File: src/rtl/core/fmsph_pkg.sv
// Shared constants, types and helper functions of the four-momentum to spherical unit.
package fmsph_pkg;

	localparam int WORD_BITS    = 32;
	localparam int SQ_BITS      = 2 * WORD_BITS;
	localparam int ANGLE_BITS   = 24;
	localparam int GUARD_BITS   = 8;
	localparam int TURN_BITS    = ANGLE_BITS + GUARD_BITS;
	localparam int CORDIC_STEPS = ANGLE_BITS + 6;
	localparam int CORDIC_BITS  = 45;
	localparam int NORM_LEN     = 41;
	localparam int SQRT_STEPS   = WORD_BITS;
	localparam int PREP_LAT     = 5;
	localparam int CORDIC_LAT   = CORDIC_STEPS + 4;
	localparam int TOTAL_LAT    = PREP_LAT + SQRT_STEPS + CORDIC_LAT;
	localparam int CHUNKS       = SQ_BITS / 8;
	localparam int BL_BITS      = 7;
	localparam int SHIFT_BITS   = 5;
	localparam int J_MAX        = WORD_BITS - 1;
	localparam int Z_LIMIT      = SQ_BITS - 2;
	localparam int IN_TDATA_BITS  = 4 * WORD_BITS;
	localparam int OUT_TDATA_BITS = 3 * WORD_BITS + 2 * ANGLE_BITS;
	localparam int OUT_TUSER_BITS = 2;

	typedef logic [TURN_BITS-1:0] turn_t;
	typedef logic [CHUNKS-1:0][3:0] chunk_bl_t;

	typedef struct packed {
		logic [SQ_BITS-1:0]          p_sq;
		logic [SQ_BITS-1:0]          pt_sq;
		logic [SQ_BITS-1:0]          mass_sq;
		logic [SQ_BITS-1:0]          ps;
		logic signed [SQ_BITS-1:0]   zpart;
		logic signed [WORD_BITS-1:0] x;
		logic signed [WORD_BITS-1:0] y;
		logic                        zero_mom;
		logic                        mass_inv;
	} prep_t;

	function automatic turn_t atan_step(input int i);
		turn_t r;
		case (i)
			0:  r = 32'd536870912;
			1:  r = 32'd316933405;
			2:  r = 32'd167458907;
			3:  r = 32'd85004756;
			4:  r = 32'd42667331;
			5:  r = 32'd21354465;
			6:  r = 32'd10679838;
			7:  r = 32'd5340245;
			8:  r = 32'd2670163;
			9:  r = 32'd1335086;
			10: r = 32'd667544;
			11: r = 32'd333772;
			12: r = 32'd166886;
			13: r = 32'd83443;
			14: r = 32'd41721;
			15: r = 32'd20860;
			16: r = 32'd10430;
			17: r = 32'd5215;
			18: r = 32'd2607;
			19: r = 32'd1303;
			20: r = 32'd651;
			21: r = 32'd325;
			22: r = 32'd162;
			23: r = 32'd81;
			24: r = 32'd40;
			25: r = 32'd20;
			26: r = 32'd10;
			27: r = 32'd5;
			28: r = 32'd2;
			29: r = 32'd1;
			default: r = '0;
		endcase
		return r;
	endfunction

	function automatic logic [3:0] bitlen8(input logic [7:0] v);
		logic [3:0] n;
		n = '0;
		for (int k = 0; k < 8; k++) begin
			if (v[k]) n = 4'(k + 1);
		end
		return n;
	endfunction

	function automatic chunk_bl_t chunk_bitlens(input logic [SQ_BITS-1:0] v);
		chunk_bl_t r;
		for (int c = 0; c < CHUNKS; c++) begin
			r[c] = bitlen8(v[c*8 +: 8]);
		end
		return r;
	endfunction

	function automatic logic [BL_BITS-1:0] bitlen_join(input chunk_bl_t b);
		logic [BL_BITS-1:0] n;
		n = '0;
		for (int c = 0; c < CHUNKS; c++) begin
			if (b[c] != 4'd0) n = BL_BITS'(c * 8) + BL_BITS'(b[c]);
		end
		return n;
	endfunction

endpackage

File: src/rtl/core/fmsph_sqrt.sv
// Pipelined integer square root, one result bit per stage.
module fmsph_sqrt import fmsph_pkg::*; (
	input  logic                 clk,
	input  logic                 en,
	input  logic [SQ_BITS-1:0]   rad,
	output logic [WORD_BITS-1:0] root
);

	logic [SQ_BITS-1:0] rem_s [SQRT_STEPS];
	logic [SQ_BITS-1:0] res_s [SQRT_STEPS];
	logic [SQ_BITS-1:0] rem_in [SQRT_STEPS];
	logic [SQ_BITS-1:0] res_in [SQRT_STEPS];
	logic [SQ_BITS-1:0] rem_nx [SQRT_STEPS];
	logic [SQ_BITS-1:0] res_nx [SQRT_STEPS];

	always_comb begin
		rem_in[0] = rad;
		res_in[0] = '0;
		for (int k = 1; k < SQRT_STEPS; k++) begin
			rem_in[k] = rem_s[k-1];
			res_in[k] = res_s[k-1];
		end
	end

	always_comb begin
		logic [SQ_BITS-1:0] bitv, trial;
		bitv  = '0;
		trial = '0;
		for (int k = 0; k < SQRT_STEPS; k++) begin
			bitv  = SQ_BITS'(1) << (SQ_BITS - 2 - 2 * k);
			trial = res_in[k] + bitv;
			if (rem_in[k] >= trial) begin
				rem_nx[k] = rem_in[k] - trial;
				res_nx[k] = (res_in[k] >> 1) + bitv;
			end else begin
				rem_nx[k] = rem_in[k];
				res_nx[k] = res_in[k] >> 1;
			end
		end
	end

	always_ff @(posedge clk) begin
		if (en) begin
			for (int k = 0; k < SQRT_STEPS; k++) begin
				rem_s[k] <= rem_nx[k];
				res_s[k] <= res_nx[k];
			end
		end
	end

	assign root = res_s[SQRT_STEPS-1][WORD_BITS-1:0];

endmodule

File: config.mk
export PLATFORM = sky130hd
export DESIGN_NAME = fmsph_sqrt
export DESIGN_NICKNAME = d
export VERILOG_FILES = /design/src/rtl/core/fmsph_pkg.sv /design/src/rtl/core/fmsph_sqrt.sv
export SDC_FILE = /design/constraint.sdc
export NUM_CORES = 2
export LEC_CHECK = 0
export BUFFER_PORTS_ARGS = -buffer_cell sky130_fd_sc_hd__buf_2
export CAP_MARGIN = 20
export CORE_MARGIN = 8
export CORE_UTILIZATION = 40
export DETAILED_ROUTE_END_ITERATION = 8
export PLACE_DENSITY_LB_ADDON = 0.12
export SYNTH_ARGS = -nofsm -noshare
export SYNTH_HDL_FRONTEND = slang
export SYNTH_SLANG_ARGS = --single-unit
File: constraint.sdc
create_clock -name clk -period 4 [get_ports clk]
set_input_delay 1 -clock clk [delete_from_list [all_inputs] [get_ports clk]]
set_output_delay 1 -clock clk [all_outputs]
set_load 0.02 [all_outputs]
# == Yosys cells after proc, flatten, opt, wreduce, memory -nomap -nowiden ==
# Memory sizes are Yosys's and may differ from the RTL's.
# Cells that the tools add are included.
# word_totals
register_bits,0
input_bits,66
ramBits,4096
mem_count,2
# memory_table
name,words,width,rd,rd_ports_with_merged_regs,wr,line_no,text
rem_s,32,64,31,0,32,fmsph_sqrt.sv:9,logic [SQ_BITS-1:0] rem_s [SQRT_STEPS];
res_s,32,64,32,0,32,fmsph_sqrt.sv:10,logic [SQ_BITS-1:0] res_s [SQRT_STEPS];
# classes
add_sub_neg,94
muxes,66
n_lt_le_gt_ge,32
# ops
cell,n
2-to-1 mux 64 bit,63
greater-or-equal comparator 64 bit,31
subtractor 64 bit,31
"adder 63 x 1 -> 64 bit, second input constant",1
"adder 63 x 11 -> 64 bit, second input constant",1
"adder 63 x 13 -> 64 bit, second input constant",1
"adder 63 x 15 -> 64 bit, second input constant",1
"adder 63 x 17 -> 64 bit, second input constant",1
"adder 63 x 19 -> 64 bit, second input constant",1
"adder 63 x 21 -> 64 bit, second input constant",1
"adder 63 x 23 -> 64 bit, second input constant",1
"adder 63 x 25 -> 64 bit, second input constant",1
"adder 63 x 27 -> 64 bit, second input constant",1
"adder 63 x 29 -> 64 bit, second input constant",1
"adder 63 x 3 -> 64 bit, second input constant",1
"adder 63 x 31 -> 64 bit, second input constant",1
"adder 63 x 33 -> 64 bit, second input constant",1
"adder 63 x 35 -> 64 bit, second input constant",1
"adder 63 x 37 -> 64 bit, second input constant",1
"adder 63 x 39 -> 64 bit, second input constant",1
"adder 63 x 41 -> 64 bit, second input constant",1
"adder 63 x 43 -> 64 bit, second input constant",1
"adder 63 x 45 -> 64 bit, second input constant",1
"adder 63 x 47 -> 64 bit, second input constant",1
other kinds (45),46

# == Longest topological paths before layout ==
# An unclocked memory read counts as a cell.
# depth
depth_word,4
depth_mapped,15

# == Worst setup path before layout ==
# No wires, ideal clock.
# synth_path
path_kind,register to register
from,memory rem_s[1][665] in the netlist's numbering
to,memory rem_s[1][767] in the netlist's numbering (data pin)
period_less_slack_ps,3383
slack_ps,617
stages_incl_launch_ff,12
arrival_ps,3125
setup_time_ps,258
path_buffers,1
path_cell_list,edfxtp_1 ha_1 buf_2 nand4_2 or4_4 nor4_2 nor3_1 and3_4 a21o_4 or3_4 or4_1 xnor2_1
# synth_lines
element,line_no
start: declaration,fmsph_sqrt.sv:9

==> results.json <==
{
  "power.density_nw_per_um2": 570.5,
  "rows": 202,
  "maxSlewHeadroom_pct": 31.83,
  "tightest_slew_ns": 1.013,
  "ys_types": 111,
  "first_pass_iters": 5,
  "initial_utilization_pct": 40.13,
  "synth-seq-cells": 2512,
  "outcome": "finished clean",
  "grt_overflow": 0,
  "antenna_found_initial": 15,
  "clk_path_buf_depth": 4,
  "syn_area_per_cell_sq_um": 12.51,
  "hold_viol": 0,
  "syn-cell-area_sq_um": 121300,
  "startpoint_type": "register",
  "gp_congestion": 0.8797,
  "post-route-min-period_ns": 3.882,
  "yosysTopAreaCell": "edfxtp_1",
  "htreeDepth": 5,
  "drt_iter0_drc": 6237,
  "worstSetupPathType": "reg -> reg",
  "synth_top_area_share_pct": 62.18,
  "cts-root-buf": "clkbuf_16",
  "ant_nets": 0,
  "critPathRequiredTime_ns": 4.64,
  "leakage_nw": 51.42,
  "hpwl_um": 232300,
  "synth_fp_nets": 10320,
  "cts_tree": "done",
  "end_kind": "register",
  "grt_max_degree": 141,
  "reg2reg_slack_ns": 0.12,
  "portBuffers": 97,
  "fin_cells": 14330,
  "fin_crit_sh_pct": 97.06,
  "vias": 77600,
  "holdWs_ns": 0.2726,
  "crit_fanout": 12,
  "worstPathCellList": "ha_1 > nand2b_1 > a211oi_1 > o41ai_1 > a2111o_1 > a21boi_0 > or3_1 > o21a_1 > or4_1 > xnor2_1",
  "vdd_drop_max_mv": 0.3324,
  "synth_area_leaders": "edfxtp_1 (62%), ha_1 (5.8%), xnor2_1 (3.5%)",
  "chipWidth_um": 566.7,
  "cap_viol_max_count": 0,
  "dpl.cell_count": 13820,
  "dieArea_sq_um": 321200,
  "yosysWarnings": 0,
  "grt_pass1_vias": 76680,
  "post_drt_via_cell_ratio": 5.417,
  "synthCells": 9694,
  "setup_viol": 0,
  "drive_gt1_share_pct": 9.220,
  "holdCritPathClass": "in -> reg",
  "max_freq_ghz": 0.2576,
  "synth_ff_type": "edfxtp_1",
  "ys_seq_area_share_pct": 62.18,
  "path_clk_slew_ns": 0.06,
  "grtUsageTotal_pct": 18.31,
  "cts_buffers": 282,
  "cp_num_buf_inv": 0,
  "slew_violations": 0,
  "crit_family": "compound AO/OA/AOI/OAI gates",
  "core_region_area_sq_um": 302300,
  "finish.net_count": 10750,
  "drc": 0,
  "area_growth_pct": 13.43,
  "wl_um": 306700,
  "crit_path_max_incr_delay_ns": 0.58,
  "cp_slowest_cell": "or4_1",
  "routedWlPerCell_um": 21.41,
  "synth_edf_count": 2512,
  "die_h_um": 566.7,
  "clock_latency_ns": 0.90,
  "cts.sinks": 2512,
  "critPathArrivalTime_ns": 4.52,
  "finalClockSkew_ns": 0.08722,
  "grt_pass1_wl_um": 465000,
  "async_flop_share_pct": 0,
  "ios": 98
}
==> state kept, by name (all words and copies together) (netlist names) <==
| name | count |
|---|---|
| rem_s | 1984 |
| res_s | 528 |
==> Yosys cell counts, drive strengths merged (46+ instances only) <==
library cell     n
edfxtp        2512
inv            714
nand2          633
nor2           616
a21oi          614
ha             558
xnor2          491
o21ai          446
xor2           382
nor4           346
a21o           252
nor3           247
nand3          180
nand4          166
clkbuf         150
o21a           107
nand2b          88
or3             85
or4             78
mux2            70
nor2b           68
a31oi           59
nor4b           56
and3            53
buf             53
a211oi          51
o21bai          48
or2             48
nand3b          47
o31ai           46
==> final timing paths <==
path                                         startpoint                      end  depth (start not counted)
worst min-delay path                            rad[38]   rem_s[0][38]$_DFFE_PP_                          1
worst min register to register  rem_s[0][835]$_DFFE_PP_  rem_s[0][899]$_DFFE_PP_                          0
worst max register to register  rem_s[1][836]$_DFFE_PP_  rem_s[1][934]$_DFFE_PP_                         10
worst max-delay path            rem_s[1][836]$_DFFE_PP_  rem_s[1][934]$_DFFE_PP_                         10
==> power breakdown <==
| part | leakage (nW) | internal, mW | switching (mW) | total, mW |
|---|---|---|---|---|
| logic | 22.8 | 6.87 | 9.92 | 16.8 |
| registers | 24.2 | 33.4 | 2.75 | 36.2 |
| clock network | 4.41 | 14.9 | 10.7 | 25.5 |
==> stage by stage <==
stage	util, %	area [sq um]	setup TNS, ns	setup slack [ns]	power (mW)
finish	45.52	137600	0	0.1178	78.50
global route	45.52	137600	-0.006947	-0.006947	82.47
CTS	45.49	137500	0	0.01862	79.33
detailed placement	42.47	128400	-4.844	-0.3453	53.37
global placement	42.47	128400	-4.000	-0.3086	53.25
floorplan	-	121300	0	0.6172	47.40
==> placed cells by master (no fill, tap or decap), drive strengths merged, types with 349 or more instances in the layout <==
cell / netlist / routed
edfxtp: 2512 / 2512
inv: 714 / 727
nand2: 633 / 633
nor2: 616 / 616
a21oi: 614 / 614
ha: 558 / 558
xnor2: 491 / 491
o21ai: 446 / 446
xor2: 382 / 382
buf: 53 / 349
==> cells by family (layout without fill, tap and decap cells) <==
group | Yosys count | in the layout | share of synthesized area (%)
DFF | 2512 | 2512 | 62.18
other | 0 | 1 | 0
muxes | 79 | 79 | 0.7240
adders and majority gates | 558 | 558 | 5.755
xor gates and xnor gates | 873 | 873 | 6.303
AOI/OAI and AO/OA | 1895 | 1895 | 9.810
buffers and inverters | 918 | 1571 | 2.912
and+or+nand+nor | 2859 | 2859 | 12.32
==> cell type report <==
| cell class | count | area (sq um) |
|---|---|---|
| Sequential cell | 2512 | 75430 |
| Multi-Input combinational cell | 6264 | 42520 |
| Fill cell | 27380 | 164700 |
| Tap cell | 3978 | 4977 |
| Clock inverter | 172 | 1728 |
| Clock buffer | 334 | 7358 |
| Antenna cell | 1 | 2.502 |
| Timing Repair Buffer | 350 | 2893 |
| Inverter | 715 | 2686 |
==> per-layer routing <==
layer  up-vias  global-route usage (%)  routed length, um
met5         -                       0                  0
met4         0                   3.649               5796
met3       366                   2.795              13870
met2      1645                   31.52             148800
met1     38250                   24.63             138200
li1      37340                       -                  -
==> repair_timing <==
item | 4_1_cts | 5_1_grt
pin swaps | 0 | 1
endpoints found under the setup margin | 28 | 29
hold buffers | 0 | 0
resized for setup | 4 | 10
setup buffers | 1 | 2
No activity file was read; power rests on OpenSTA's default activity.
